<file path="src/hw/rtl/pixel_background_subtractor_macros.svh">
// assertion macros for the pixel background subtractor
// no dependencies; included by the files that carry assertions
`ifndef PIXEL_BACKGROUND_SUBTRACTOR_MACROS_SVH
`define PIXEL_BACKGROUND_SUBTRACTOR_MACROS_SVH
`ifndef SYNTHESIS
`define PBS_ASSERT_IMP(label, clk, rst_n, ante, cons) \
    label: assert property (@(posedge clk) disable iff (!rst_n) (ante) |-> (cons)) \
        else $error("pbs assertion failed");
`define PBS_ASSERT_NEXT(label, clk, rst_n, ante, cons) \
    label: assert property (@(posedge clk) disable iff (!rst_n) (ante) |=> (cons)) \
        else $error("pbs assertion failed");
`else
`define PBS_ASSERT_IMP(label, clk, rst_n, ante, cons)
`define PBS_ASSERT_NEXT(label, clk, rst_n, ante, cons)
`endif
`endif

</file>
<file path="src/hw/rtl/pbs_pkg.sv">
// shared types for the pixel background subtractor
// no dependencies; used by pbs_update, the top level, the scoreboard and the testbench
package pbs_pkg;

    localparam int CFG_INDEX_W = 3;
    localparam int CFG_DATA_W  = 9;

    typedef enum logic [CFG_INDEX_W-1:0] {
        REG_DIFF_THRESHOLD   = 3'd0,
        REG_BLEND_WEIGHT     = 3'd1,
        REG_SELECTIVE_UPDATE = 3'd2,
        REG_GHOST_LIMIT      = 3'd3,
        REG_COLOR_MODE       = 3'd4,
        REG_UPDATE_MODE      = 3'd5
    } cfg_reg_t;

    typedef enum logic {
        ACT_LOAD    = 1'b0,
        ACT_PROCESS = 1'b1
    } action_t;

    typedef struct packed {
        logic [7:0] diff_threshold;
        logic [8:0] blend_weight;
        logic       selective_update;
        logic [7:0] ghost_limit;
        logic       color_mode;
        logic       update_mode;
    } cfg_t;

    typedef struct packed {
        logic       process;
        logic       in_range;
        logic       gray;
        logic [7:0] pix_first;
        logic [7:0] pix_second;
        logic [7:0] pix_third;
    } upd_req_t;

    typedef struct packed {
        logic        foreground;
        logic [23:0] model;
        logic        bg_we;
        logic        count_we;
        logic [7:0]  count;
    } upd_rsp_t;

endpackage

</file>
<file path="src/hw/rtl/pbs_update.sv">
// per-pixel decision and model update for one request
// depends on pbs_pkg
module pbs_update
(
    input  pbs_pkg::cfg_t     cfg,
    input  pbs_pkg::upd_req_t req,
    input  logic [23:0]       bg_word,
    input  logic [7:0]        count_old,
    output pbs_pkg::upd_rsp_t rsp
);
    import pbs_pkg::*;

    localparam logic [8:0]  ALPHA_ONE   = 9'd256;
    localparam logic [16:0] BLEND_ROUND = 17'd128;
    localparam logic [7:0]  COUNT_MAX   = 8'd255;

    logic [7:0]  pix [3];
    logic [7:0]  bg [3];
    logic [7:0]  blended [3];
    logic [7:0]  diff [3];
    logic [16:0] acc [3];
    logic [8:0]  alpha;
    logic        fg;
    logic [7:0]  count_new;
    logic        absorb;
    logic [23:0] pix_word;
    logic [23:0] bg_used;
    logic [23:0] blend_word;

    always_comb
    begin
        pix[0] = req.pix_first;
        pix[1] = req.pix_second;
        pix[2] = req.pix_third;
        bg[0]  = bg_word[7:0];
        bg[1]  = req.gray ? 8'd0 : bg_word[15:8];
        bg[2]  = req.gray ? 8'd0 : bg_word[23:16];
        alpha  = (cfg.blend_weight > ALPHA_ONE) ? ALPHA_ONE : cfg.blend_weight;
        fg     = 1'b0;
        for (int c = 0; c < 3; c++)
        begin
            diff[c] = (pix[c] > bg[c]) ? (pix[c] - bg[c]) : (bg[c] - pix[c]);
            if (diff[c] > cfg.diff_threshold)
            begin
                fg = 1'b1;
            end
            acc[c] = 17'(alpha) * 17'(pix[c]) + 17'(ALPHA_ONE - alpha) * 17'(bg[c])
                     + BLEND_ROUND;
            blended[c] = acc[c][15:8];
        end

        pix_word   = {pix[2], pix[1], pix[0]};
        bg_used    = {bg[2], bg[1], bg[0]};
        blend_word = {blended[2], blended[1], blended[0]};

        if (!fg)
        begin
            count_new = 8'd0;
        end
        else if (count_old == COUNT_MAX)
        begin
            count_new = COUNT_MAX;
        end
        else
        begin
            count_new = count_old + 8'd1;
        end
        absorb = (count_new >= cfg.ghost_limit);

        rsp = '0;
        priority if (!req.in_range)
        begin
            rsp = '0;
        end
        else if (!req.process)
        begin
            rsp.model    = pix_word;
            rsp.bg_we    = 1'b1;
            rsp.count_we = 1'b1;
            rsp.count    = 8'd0;
        end
        else if (!cfg.update_mode)
        begin
            rsp.foreground = fg;
            rsp.bg_we      = 1'b1;
            rsp.model      = (fg && cfg.selective_update) ? bg_used : blend_word;
        end
        else
        begin
            rsp.foreground = fg;
            rsp.bg_we      = 1'b1;
            rsp.count_we   = 1'b1;
            rsp.count      = count_new;
            priority if (absorb)
            begin
                rsp.model = pix_word;
            end
            else if (!fg)
            begin
                rsp.model = blend_word;
            end
            else
            begin
                rsp.model = bg_used;
            end
        end
    end

endmodule

</file>
<file path="config.mk">
export PLATFORM = sky130hd
export DESIGN_NAME = pbs_update
export DESIGN_NICKNAME = d
export VERILOG_FILES = /design/src/hw/rtl/pixel_background_subtractor_macros.svh /design/src/hw/rtl/pbs_pkg.sv /design/src/hw/rtl/pbs_update.sv
export SDC_FILE = /design/constraint.sdc
export NUM_CORES = 1
export LEC_CHECK = 0
export BUFFER_PORTS_ARGS = -buffer_cell sky130_fd_sc_hd__buf_2
export CAP_MARGIN = 20
export CORE_MARGIN = 8
export CORE_UTILIZATION = 44
export DETAILED_ROUTE_END_ITERATION = 6
export PLACE_DENSITY = 0.72
export SLEW_MARGIN = 30
export SYNTH_ARGS = -nofsm -noshare
export SYNTH_HDL_FRONTEND = slang
export SYNTH_SLANG_ARGS = --single-unit
</file>
<file path="constraint.sdc">
create_clock -name vclk -period 22.7
set_input_delay 6.81 -clock vclk [all_inputs]
set_output_delay 6.81 -clock vclk [all_outputs]
set_load 0.01 [all_outputs]
</file>
==> results.toml, run 1 <==
[status]
status = "finished clean"

[yosys]
yosys-mux-area-fraction_pct = 1.800
synth-xor-area-share_pct = 4.341
ys_top_cells_by_area = "fa_1 (40%), ha_1 (17%), inv_1 (10%)"
yosys.area.top_type = "fa_1"
synth_warnings = 0
synthAdderAreaFrac_pct = 56.54
synth_cell_types = 80
syn_area_per_cell_um2 = 8.284
synth.top_cell.area_share_pct = 39.80
syn_inst = 2265
ys_seq_area_share_pct = 0
yosys.area_share.simple_pct = 16.47
synth_area_um2 = 18760
synth_compound_area_share_pct = 8.362
synth_top_family_by_area = "adder cells"

[layout]
multi_input_comb_area_um2 = 16660
mostFrequentLayoutCells = "inv_1 (508), fa_1 (373), nand2_1 (253)"
final_common_cell = "inv_1"
area_growth_syn_to_layout_pct = 8.036
ff_latch_area_um2 = 0
clkbuf_count = 0
seq_cell_count = 0
fill_cells = 4100
utilization_pct = 48.22
final_nets = 3102
final_layout_size_suffix_gt1_share_pct = 8.874

[timing]
drv_slew = 0
hold_ws_ps = 14020
layout_min_cycle_time_ps = 22110
final.period_utilization_pct = 97.41
worstMarginPinSlew_ps = 918.2
finalSetupTns_ps = 0
hold_violations = 0
rsz0062_at_grt = "no"
slew-limit-headroom_pct = 37.21
finalSetupViolCount = 0
max_freq_ghz = 0.04523

[grt]
grt_pass1_wl_um = 92460
gr-total-overflow = 0
grt_pass1_vias = 17370
grt_usage_pct = 23.29
grt_max_degree = 34
antenna_found_initial = 3

[min_path]
hold_path_class = "in2out"
hold-path-cell-count = 5
min_from = "count_old[0]"
holdPathEnd = "rsp[0]"

[pwr]
p_leak_nw = 10.77
ir_drop_mv = 0.1571
pwr_density_cell_nw_per_um2 = 124.0

[floorplan]
start_util_pct = 44.63
dieArea_um2 = 49510
rows = 75
placeableCoreArea_um2 = 42040
boundaryPins = 122
die_w_um = 222.5
die_y_um = 222.5

[placement]
gp_congestion = 0.9580
hpwl_um = 47700
port_buffers = 121

[critical_path]
critPathKind = "in2out"
slowest_delay_ps = 830
critPathTopFamily = "compound AO/OA/AOI/OAI gates"
cp-end-kind = "primary output"
path_buf_inv = 5
cpMaxStageDelayCell = "a2111oi_0"
required_ps = 15890
worst_setup_path_start_kind = "input port"
arrival_ps = 15300
path_max_fanout = 26

[detailed_routing]
drt-initial-drc-count = 1416
routed_wl_um = 57430
drt_pass1_iterations = 6
remaining_drc_errors = 0
wl_per_cell_um = 19.58
antenna_left = 0
viasPerCell = 5.470
vias = 16040

[cts]
postCtsResizedCells = 0
cts_hold_buf = 0
post_cts_buffers = 0

[run]
cap_viol_max_count = 0
==> metrics by stage <==
step | cell area (µm²) | power [mW] | cells | setup WS [ps]
floorplan | 18950 | 1.872 | 2315 | 1909
global placement | 20240 | 2.388 | 2928 | 833.5
detailed placement | 20240 | 2.471 | 2928 | 812.2
CTS | 20240 | 2.489 | 2928 | 781.9
global route | 20260 | 2.836 | 2929 | 105.3
finish | 20270 | 2.514 | 2933 | 589.0
==> metal layers <==
layer	track usage [%]	vias to the layer above	wire length [µm]	part of all wire (%)
li1	-	7177	-	-
met1	30.33	7929	23110	40
met2	37.83	763	26040	45
met3	4.017	172	5095	8.9
met4	9.941	2	3168	5.5
met5	0	-	13	0.023
==> layout make-up <==
cell class | instances | share of cell area, %
Timing Repair Buffer | 171 | 4.839
Multi-Input combinational cell | 1700 | 82.18
Tap cell | 539 | 3.327
Inverter | 518 | 9.592
Antenna cell | 5 | 0.06172
==> kinds of logic (layout without fill, tap and decap cells) <==
family | Yosys count | after routing
AOI/OAI and AO/OA | 227 | 227
and+or+nand+nor | 672 | 672
adders and majority gates | 624 | 624
muxes | 32 | 32
xor gates and xnor gates | 93 | 93
buffers and inverters | 615 | 689
other | 2 | 57
==> report_power, final <==
part | switching, mW | internal (mW)
Clock | 0 | 0.0000000296
Combinational | 1.47 | 1.05
Sequential | 0 | 0
Total | 1.47 | 1.05
==> cells in the mapped netlist (all sizes together) (4+ instances only) <==
library cell and n:
nor3 25, a21o 10, or3 6, inv 512
and2 90, nor2b 33, mux2i 24, buf 20
and3 8, o21ai 42, a2111oi 4, and4 7
clkinv 6, nand3 25, fa 373, o211ai 16
nand2b 5, ha 251, nand4 17, nand2 255
or2 4, a21oi 57, a31oi 10, a311oi 7
o21a 12, mux2 8, o31ai 5, o22ai 8
clkbuf 77, xnor2 67, xor2 26, o2111ai 4
a221oi 6, a211oi 16, nor2 186
==> worst max path at each step <==
stage             from       to  slack (ps)  cells past startpoint
2_1_floorplan  cfg[19]  rsp[12]        1910                     30
3_5_place_dp   req[24]  rsp[12]         810                     28
5_1_grt        req[24]  rsp[12]         110                     28
4_1_cts        req[24]  rsp[12]         780                     28
6_report       req[24]  rsp[12]         590                     28
3_3_place_gp   req[24]  rsp[12]         830                     29
(Power assumes the default switching activity.)
==> run 2, diff against run 1 <==
--- a/config.mk
+++ b/config.mk
@@ -5,12 +5,13 @@
 export SDC_FILE = /design/constraint.sdc
 export NUM_CORES = 1
 export LEC_CHECK = 0
-export BUFFER_PORTS_ARGS = -buffer_cell sky130_fd_sc_hd__buf_2
 export CAP_MARGIN = 20
 export CORE_MARGIN = 8
 export CORE_UTILIZATION = 44
 export DETAILED_ROUTE_END_ITERATION = 6
-export PLACE_DENSITY = 0.72
+export DONT_BUFFER_PORTS = 1
+export PLACE_DENSITY = 0.7
+export SKIP_LAST_GASP = 1
 export SLEW_MARGIN = 30
 export SYNTH_ARGS = -nofsm -noshare
 export SYNTH_HDL_FRONTEND = slang
==> run 2 against run 1 <==
  * Sequential share of layout area is the same
  * Power shrank 1.4%
  * Highest routed layer unchanged
  * Die area did not move
  * Hold slack worse by 400 ps
==> results.toml, run 2 (same netlist as run 1, synthesis figures left out) <==
[critical_path]
cp-end-kind = "primary output"
critPathTopFamily = "compound AO/OA/AOI/OAI gates"
path_buf_inv = 1
cp_common_cell = "a21oi_1"
cpMaxStageDelayCell = "ha_1"
slowest_delay_ps = 660
path_max_fanout = 15
required_ps = 15890
arrival_ps = 15010
critPathKind = "in2out"
worst_setup_path_start_kind = "input port"

[pwr]
p_int_mw = 1.033
p_leak_nw = 10.24
p_comb_share_pct = 100.0
ir_drop_mv = 0.1501
seqPwrFrac_pct = 0
pwr_density_cell_nw_per_um2 = 126.4
clockPowerShare_pct = 0
p_sw_mw = 1.446
switching_share_pct = 58.34

[floorplan]
start_util_pct = 44.63
boundaryPins = 122
rows = 75
placeableCoreArea_um2 = 42040
dieArea_um2 = 49510
die_y_um = 222.5
die_w_um = 222.5

[placement]
gp_congestion = 0.9562
port_buffers = 0
hpwl_um = 46810
place_inst = 2800

[timing]
final.period_utilization_pct = 96.11
hold_violations = 0
layout_min_cycle_time_ps = 21820
rsz0062_at_grt = "no"
finalSetupTns_ps = 0
drv_slew = 0
max_freq_ghz = 0.04584
finalSetupViolCount = 0
slew-limit-headroom_pct = 33.32
worstMarginPinSlew_ps = 995.8

[detailed_routing]
viasPerCell = 5.529
drt-initial-drc-count = 1386
remaining_drc_errors = 0
drt_pass1_iterations = 7
wl_per_cell_um = 20.22
routed_wl_um = 56620
antenna_left = 0
vias = 15490

[layout]
mostFrequentLayoutCells = "inv_1 (508), fa_1 (373), nand2_1 (253)"
stdcell_count = 2801
final_nets = 2974
fill_cells = 4054
clkbuf_count = 0
final_common_cell = "inv_1"
area_growth_syn_to_layout_pct = 4.555
ff_latch_area_um2 = 0
final_layout_size_suffix_gt1_share_pct = 3.848
seq_cell_count = 0

[status]
status = "finished clean"

[grt]
grt_usage_pct = 23.03
gr-total-overflow = 0
antenna_found_initial = 5
grt_pass1_vias = 16490
grt_max_degree = 34
grt_pass1_wl_um = 91030

[run]
cap_viol_max_count = 0

[cts]
postCtsResizedCells = 0
cts_hold_buf = 0
post_cts_buffers = 0

[min_path]
hold_path_class = "in2out"
[run 2: cell types whose count changed in the layout (fill, tap and decap cells not counted), sizes merged]
cell and change:
buf -128, diode -4
[run 2: cell type report]
class                           instances  area, µm²  area share [%]
Multi-Input combinational cell       1700      16670           84.99
Inverter                              518       1944           9.911
Tap cell                              539      674.4           3.438
Timing Repair Buffer                   43      322.8           1.646
Antenna cell                            1      2.502         0.01276
[run 2: worst paths after layout]
kind	startpoint	slack (ps)	to	cells after the start
hold / removal	req[25]	13620	rsp[9]	0
setup / recovery	bg_word[23]	880	rsp[27]	27
[run 2: power groups by stage]
stage	Clock, mW	Combinational (mW)	Sequential (mW)
after floorplan	0	1.87	0
after global placement	0	2.36	0
after detailed placement	0	2.45	0
after CTS	0	2.47	0
after global routing	0.00000000589	2.80	0
final	0.00000000590	2.48	0
[run 2: metal layers]
metal | part of all wire (%) | global-route usage (%) | routed length (µm)
met1 | 39 | 29.17 | 22020
met2 | 47 | 38.01 | 26410
met4 | 4.6 | 8.581 | 2587
met5 | 0.087 | 0 | 49
met3 | 9.8 | 5.269 | 5556
[run 2: per-stage QoR]
| step | cell area [µm²] | setup WS (ps) | hold slack (ps) | power, mW | utilization (%) |
|---|---|---|---|---|---|
| global placement | 19600 | 1120 | 13620 | 2.357 | 46.62 |
| finish | 19620 | 882.6 | 13620 | 2.479 | 46.66 |
| floorplan | 18950 | 1909 | 13710 | 1.872 | - |
| detailed placement | 19610 | 1022 | 13620 | 2.449 | 46.64 |
| CTS | 19610 | 981.4 | 13620 | 2.469 | 46.64 |
| global route | 19620 | 510.4 | 13620 | 2.796 | 46.66 |
